$ cat src/sv/ppc_pkg.sv
`timescale 1ns / 1ps
package ppc_pkg;

  localparam int COORD_FRAC_BITS = 16;
  localparam int T_FRAC_BITS     = 32;
  localparam int CW              = 32;
  localparam int DW              = 64;
  localparam int ACC_W           = 67;
  localparam int FRAC_W          = T_FRAC_BITS + 1;
  localparam int CNT_W           = 5;
  localparam int CFG_IDX_W       = 3;

  localparam logic [CFG_IDX_W-1:0] CFG_NORMAL_X  = 3'd0;
  localparam logic [CFG_IDX_W-1:0] CFG_NORMAL_Y  = 3'd1;
  localparam logic [CFG_IDX_W-1:0] CFG_NORMAL_Z  = 3'd2;
  localparam logic [CFG_IDX_W-1:0] CFG_OFFSET    = 3'd3;
  localparam logic [CFG_IDX_W-1:0] CFG_NEAR_GAP  = 3'd4;

  typedef enum logic [3:0] {
    OP_NONE, OP_LOAD, OP_MUL, OP_SAT, OP_FIRST, OP_PREV, OP_EMIT_PREV,
    OP_GAP, OP_FRAC_HALF, OP_FRAC_ONE, OP_DIV_STEP, OP_LERP, OP_EMIT_C,
    OP_EMIT_STAT
  } dp_op_e;

  typedef enum logic [3:0] {
    S_IDLE, S_MUL, S_SAT, S_FIRST, S_EDGE, S_EMITV, S_GAP, S_CHK, S_DIV,
    S_LERP, S_EMITC, S_PREV, S_STAT
  } ppc_state_e;

  typedef struct packed {
    dp_op_e     op;
    logic [1:0] idx;
    logic       close;
  } ppc_cmd_t;

  typedef struct packed {
    logic prev_in;
    logic differ;
    logic last;
    logic near;
    logic rem_ge;
    logic out_free;
  } ppc_stat_t;

endpackage

$ cat src/sv/ppc_ctrl.sv
`timescale 1ns / 1ps
module ppc_ctrl (
  input  logic             clk_i,
  input  logic             rst_ni,
  input  logic             in_valid_i,
  output logic             in_stall_o,
  input  ppc_pkg::ppc_stat_t stat_i,
  output ppc_pkg::ppc_cmd_t  cmd_o
);
  import ppc_pkg::*;

  ppc_state_e       state_q, state_d;
  logic [CNT_W-1:0] cnt_q, cnt_d;
  logic             close_q, close_d;
  logic             first_q, first_d;

  always_ff @(posedge clk_i or negedge rst_ni) begin
    if (!rst_ni) begin
      state_q <= S_IDLE;
      cnt_q   <= '0;
      close_q <= 1'b0;
      first_q <= 1'b1;
    end else begin
      state_q <= state_d;
      cnt_q   <= cnt_d;
      close_q <= close_d;
      first_q <= first_d;
    end
  end

  always_comb begin
    state_d   = state_q;
    cnt_d     = cnt_q;
    close_d   = close_q;
    first_d   = first_q;
    cmd_o.op  = OP_NONE;
    cmd_o.idx = cnt_q[1:0];
    cmd_o.close = close_q;
    in_stall_o = (state_q != S_IDLE);
    unique case (state_q)
      S_IDLE: begin
        if (in_valid_i) begin
          cmd_o.op = OP_LOAD;
          cnt_d    = '0;
          state_d  = S_MUL;
        end
      end
      S_MUL: begin
        cmd_o.op = OP_MUL;
        if (cnt_q == CNT_W'(2)) state_d = S_SAT;
        else cnt_d = cnt_q + CNT_W'(1);
      end
      S_SAT: begin
        cmd_o.op = OP_SAT;
        state_d  = first_q ? S_FIRST : S_EDGE;
      end
      S_FIRST: begin
        cmd_o.op = OP_FIRST;
        first_d  = 1'b0;
        state_d  = S_PREV;
      end
      S_EDGE: begin
        if (stat_i.prev_in) state_d = S_EMITV;
        else if (stat_i.differ) state_d = S_GAP;
        else state_d = close_q ? S_STAT : S_PREV;
      end
      S_EMITV: begin
        if (stat_i.out_free) begin
          cmd_o.op = OP_EMIT_PREV;
          if (stat_i.differ) state_d = S_GAP;
          else state_d = close_q ? S_STAT : S_PREV;
        end
      end
      S_GAP: begin
        cmd_o.op = OP_GAP;
        state_d  = S_CHK;
      end
      S_CHK: begin
        cnt_d = '0;
        if (stat_i.near) begin
          cmd_o.op = OP_FRAC_HALF;
          state_d  = S_LERP;
        end else if (stat_i.rem_ge) begin
          cmd_o.op = OP_FRAC_ONE;
          state_d  = S_LERP;
        end else begin
          state_d = S_DIV;
        end
      end
      S_DIV: begin
        cmd_o.op = OP_DIV_STEP;
        if (cnt_q == CNT_W'(T_FRAC_BITS - 1)) begin
          cnt_d   = '0;
          state_d = S_LERP;
        end else begin
          cnt_d = cnt_q + CNT_W'(1);
        end
      end
      S_LERP: begin
        cmd_o.op = OP_LERP;
        if (cnt_q == CNT_W'(2)) state_d = S_EMITC;
        else cnt_d = cnt_q + CNT_W'(1);
      end
      S_EMITC: begin
        if (stat_i.out_free) begin
          cmd_o.op = OP_EMIT_C;
          state_d  = close_q ? S_STAT : S_PREV;
        end
      end
      S_PREV: begin
        cmd_o.op = OP_PREV;
        if (stat_i.last) begin
          close_d = 1'b1;
          state_d = S_EDGE;
        end else begin
          state_d = S_IDLE;
        end
      end
      S_STAT: begin
        if (stat_i.out_free) begin
          cmd_o.op = OP_EMIT_STAT;
          first_d  = 1'b1;
          close_d  = 1'b0;
          state_d  = S_IDLE;
        end
      end
      default: state_d = S_IDLE;
    endcase
  end

endmodule

$ cat config.mk
export PLATFORM = sky130hd
export DESIGN_NAME = ppc_ctrl
export DESIGN_NICKNAME = d
export VERILOG_FILES = /design/src/sv/ppc_pkg.sv /design/src/sv/ppc_ctrl.sv
export SDC_FILE = /design/constraint.sdc
export NUM_CORES = 1
export LEC_CHECK = 0
export BUFFER_PORTS_ARGS = -buffer_cell sky130_fd_sc_hd__buf_2
export CAP_MARGIN = 20
export CORE_MARGIN = 4
export CORE_UTILIZATION = 40
export DETAILED_ROUTE_END_ITERATION = 8
export REMOVE_ABC_BUFFERS = 1
export SLEW_MARGIN = 15
export SYNTH_ARGS = -nofsm -noshare
export SYNTH_HDL_FRONTEND = slang
export SYNTH_SLANG_ARGS = --single-unit
$ cat constraint.sdc
create_clock -name clk_i -period 2 [get_ports clk_i]
set_input_delay 0.2 -clock clk_i [delete_from_list [all_inputs] [get_ports clk_i]]
set_output_delay 0.2 -clock clk_i [all_outputs]
set_load 0.03 [all_outputs]
# == After elaboration in Yosys (flattened, before gate mapping) ==
# Cells that the tools add are included.
# op_classes
add_sub_neg,1
mul,0
div_mod_pow,0
order_cmp,0
n_eq_ne,23
shifts,0
n_mux,31
bitwise_logic,0
reduce_logical,10
# op_table
op,count
$mux 4,13
$pmux 4 s13,1
$pmux 4 s12,1
$eq 4x4->1 const B,5
$pmux 5 s4,1
$ne 2x2->1 const B,9
$eq 4x3->1 const B,4
$mux 5,3
$mux 3,4
$eq 4x2->1 const B,2
$reduce_bool 4->1,2
$reduce_and 7->1,1
$mux 1,6
$reduce_and 3->1,2
$add 5x1->5 const B,1
$eq 5x2->1 const B,1
$eq 5x5->1 const B,1
$eq 4x1->1 const B,1
$logic_not 4->1,1
$pmux 1 s2,2
$reduce_bool 2->1,2
$reduce_and 2->1,1
$reduce_or 2->1,1
# totals
reg_bits,11
latchBits,0
ram_bits,0
rom_bits,0
inputBits,9
out_inout_bits,8
elab_cells,69
n_memories,0

# == Depth between registers and ports, before layout ==
# logic_depth
word_depth,4
ltp_mapped,7
depth_no_buf,7

# == Worst setup path before layout ==
# Ideal clock, no wire load.
# synth_path
path_kind,register to register
start,register cnt_q[0]
end,register state_q[0]
setup_time_ns,0.088
arrival_time_ns,1.791
path_slack_ns,0.121
stages_incl_launch_ff,8
path_buffers,0
period_less_slack_ns,1.879
cell_sequence,dfrtp_1 ha_1 and3_1 ha_1 mux2_2 o22a_1 and2_1 a41oi_1
# synth_between
elab_chain_cells,3
elab_cells_between_ends,6
classes_between,5 x eq/ne; 1 x reduce/logical
# synth_lines
item,line,text
from (decl),ppc_ctrl.sv:13,"logic [CNT_W-1:0] cnt_q, cnt_d;"
from (signal assigned),ppc_ctrl.sv:25,cnt_q <= cnt_d;
$eq 5x2->1 / $eq 5x5->1 (equally long branches),"ppc_ctrl.sv:50, ppc_ctrl.sv:101, ppc_ctrl.sv:92",
$ne 2x2->1 (no line),--,
$reduce_and 7->1 (no line) *,--,
to (signal assigned),ppc_ctrl.sv:24,state_q <= state_d;
to (decl),ppc_ctrl.sv:12,"ppc_state_e state_q, state_d;"
# Every way passes the cells marked *; elsewhere a longest branch is shown, timed or not.
# A chain may end at the register's enable or synchronous reset.

# == Worst setup path after layout ==
# layout_path
start,register cnt_q[0]
end,register state_q[2]
# Same word-level chain as after synthesis.

==> impl_results.md <==
- CP Cell Sequence: ha_2, and3_1, ha_1, mux2_2, o22a_1, and2_4, a22oi_1
- CTS tree: yes
- Hold Path Class: input port to asynchronous set/reset pin
- H-tree depth: 1
- Top cell type's share of synthesized area: 0.241
- Worst VDD drop: 0.760 mV
- Critical path type: register to register
- CP required: 2.19 ns
- Period utilization: 0.962
- Clock slew at reported path FFs: 0.08 ns
- Post-synthesis cell type count: 48
- Slew Limit Headroom: 0.604
- Yosys top cell by area: dfrtp_1
- Max FO, Critical Path: 4
- Slowest CP cell: dfrtp_1
- Fin crit period: 1.92 ns
- Chip width: 58.9 um
- DRC Markers: 0
- CP bufs+invs: 0
- Die area: 3470 um2
- Measured slew at the worst slew-check pin: 0.579 ns
- Mapped Cells: 134
- Asr flop ratio synth: 1.00
- 1st-iter DRT viols: 37
- Inst Count DP: 181
- Row count: 18
- Worst-Skew Late Latency: 0.27 ns
- CP Launch Type: register
- Number of max-cap violations: 0
- Final ANT Viol Nets: 0
- Seq/Total Area, Yosys: 0.267
- Main area contributors after synthesis: dfrtp_1 24%, o21ai_0 6.3%, a21oi_1 5.3%, ha_1 3.6%, nand2b_1 3.6%
- Peak Freq: 520 MHz
- Worst path arrival time: 2.11 ns
- CP max stage delay: 0.40 ns
- DP Worst Slack: 0.0283 ns
- Layout cells sized above 1: 0.304
- Via-per-instance ratio: 5.90
- PD cells: 1670 nW/um2
- GPL Wtd Cong: 0.863
- Num ports: 17
- Non-filler instance count after layout: 188
- Status: finished clean
- N_diodes: 0
- LEAKAGE: 0.571 nW
- Register bit total from synthesis: 11
- Core area: 2480 um2
- Final Hold Fails: 0
- CP endpoint kind: register
- Starting density of the core: 0.419
- Final worst setup slack: 0.0756 ns
- Pin count of the biggest net entering global routing: 18
- Via count: 1109
- Final hold slack: 0.308 ns
- CTS Root Cell: clkbuf_4
- Final Skew: 0.00261 ns
- Ys flop type: dfrtp_1
- Clk sinks: 11
- Die height: 58.9 um
- Total Nets Final: 171
- Top delay family on crit path: compound AO/OA/AOI/OAI gates
- Clock Path Buffers: 2
- Global-route wire length before repair: 4750 um
- Overall Global Routing Usage: 0.177
- Placed Area: 1200 um2
- Number of synthesized flops with an enable pin: 0
- Finish-stage setup viols: 0
- Vias in the first global route: 1042
- Detailed placement HPWL: 2050 um
- Final core occ: 0.524
- Routed wire length: 2830 um
- 1st-pass router iterations: 4
- Post-Syn Area per Cell: 7.74 um2
- Port bufs: 16
- Post-route cell area: 1300 um2
- TritonCTS Buffers: 3
- Max Slew Vio Count: 0
- Ys Warns: 0
- Area of the mapped netlist: 1040 um2
- Synthesis-to-layout area growth: 25.1%
- Routed length per instance: 15.1 um
- Remaining Overflow, GRT: 0
- Initial antenna violation count: 0
[metal layers]
layer,GRT usage,vias to the layer above,part of all wire
li1,-,547,-
met1,0.227,526,0.45
met2,0.297,32,0.49
met3,0.0417,4,0.047
met4,0.0453,0,0.011
met5,0,-,0
[state kept, by name, summed over array words and instances (netlist names)]
name     cells
close_q      1
cnt_q        5
first_q      1
state_q      4
[kinds of logic (layout without fill, tap and decap cells)]
group	count (synthesis)	after routing	share of synthesized area
DFF	11	11	0.267
and+or+nand+nor	51	51	0.285
xor gates and xnor gates	1	1	0.00845
AOI/OAI and AO/OA	50	50	0.312
adders and majority gates	3	3	0.0362
buffers and inverters	17	41	0.0808
muxes	1	1	0.0109
[cells in the final DEF (no fill, tap or decap), types with 3 or more instances in the layout]
cell      netlist  layout
nor2b_1         5       4
nand2b_1        6       6
clkbuf_4        0       4
o31ai_1         4       3
nand2_1         9       9
buf_2           4      15
o21ai_0        13      13
dfrtp_1        10       7
dfrtp_2         0       3
nor2_1          8       8
inv_1           5       5
nor4_1          3       3
a22oi_1         3       3
buf_4           4      12
a21oi_1        11      11
[repair_timing]
action / in CTS / in global routing
resized for setup: 1 / 10
setup endpoints to repair: 2 / 9
pin swaps: 0 / 2
endpoints found under the hold margin: 10 / 0
buffers inserted: 0 / 2
hold buffers: 1 / 0
[path summary, 6_finish.rpt]
kind / from / to / slack (ns) / cells after the start
max in group asynchronous: rst_ni / first_q$_DFFE_PN1P_ / 1.43 / 2
min reg2reg: first_q$_DFFE_PN1P_ / first_q$_DFFE_PN1P_ / 0.53 / 2
max reg2reg: cnt_q[0]$_DFFE_PN0P_ / state_q[2]$_DFFE_PN0P_ / 0.08 / 7
max: cnt_q[0]$_DFFE_PN0P_ / state_q[2]$_DFFE_PN0P_ / 0.08 / 7
min in group clk_i: stat_i[3] / close_q$_DFFE_PN0P_ / 0.31 / 4
min: rst_ni / state_q[3]$_DFFE_PN0P_ / 0.31 / 2
[metrics by stage]
stage	setup TNS [ns]	total power, mW
final	0	2.17
after global routing	-0.0106	2.35
after CTS	0	2.04
after detailed placement	0	1.86
after global placement	0	1.83
after floorplan	-0.0632	1.35
[synthesized netlist by cell type, types with 2 or more instances]
cell / count
nor2b_1: 5
nor4b_1: 2
o21ai_0: 13
a22oi_1: 3
or3_1: 2
nand2b_1: 6
o21bai_1: 2
a21o_1: 2
o31ai_1: 4
nor3_1: 2
nand3b_1: 2
nor2_1: 8
ha_1: 3
nor4_1: 3
buf_2: 4
a21oi_1: 11
and3_1: 2
inv_1: 5
clkbuf_1: 3
buf_4: 4
dfrtp_1: 10
o22ai_1: 2
o22a_1: 2
nand2_1: 9
or2_2: 2
[final cells by class]
type / instances / area (um2)
inverters: 5 / 18.8
well taps: 30 / 37.5
multi-input cells: 106 / 701
fillers: 243 / 1180
repair buffers: 32 / 234
clock buffers: 4 / 26.3
flip-flops and latches: 11 / 280
[power breakdown]
| group | internal [mW] | total (mW) | switching [mW] |
|---|---|---|---|
| Sequential | 0.321 | 0.449 | 0.128 |
| Combinational | 0.691 | 1.56 | 0.867 |
| Clock | 0.0773 | 0.160 | 0.0827 |
| Total | 1.09 | 2.17 | 1.08 |
No activity file was read; power rests on OpenSTA's default activity.
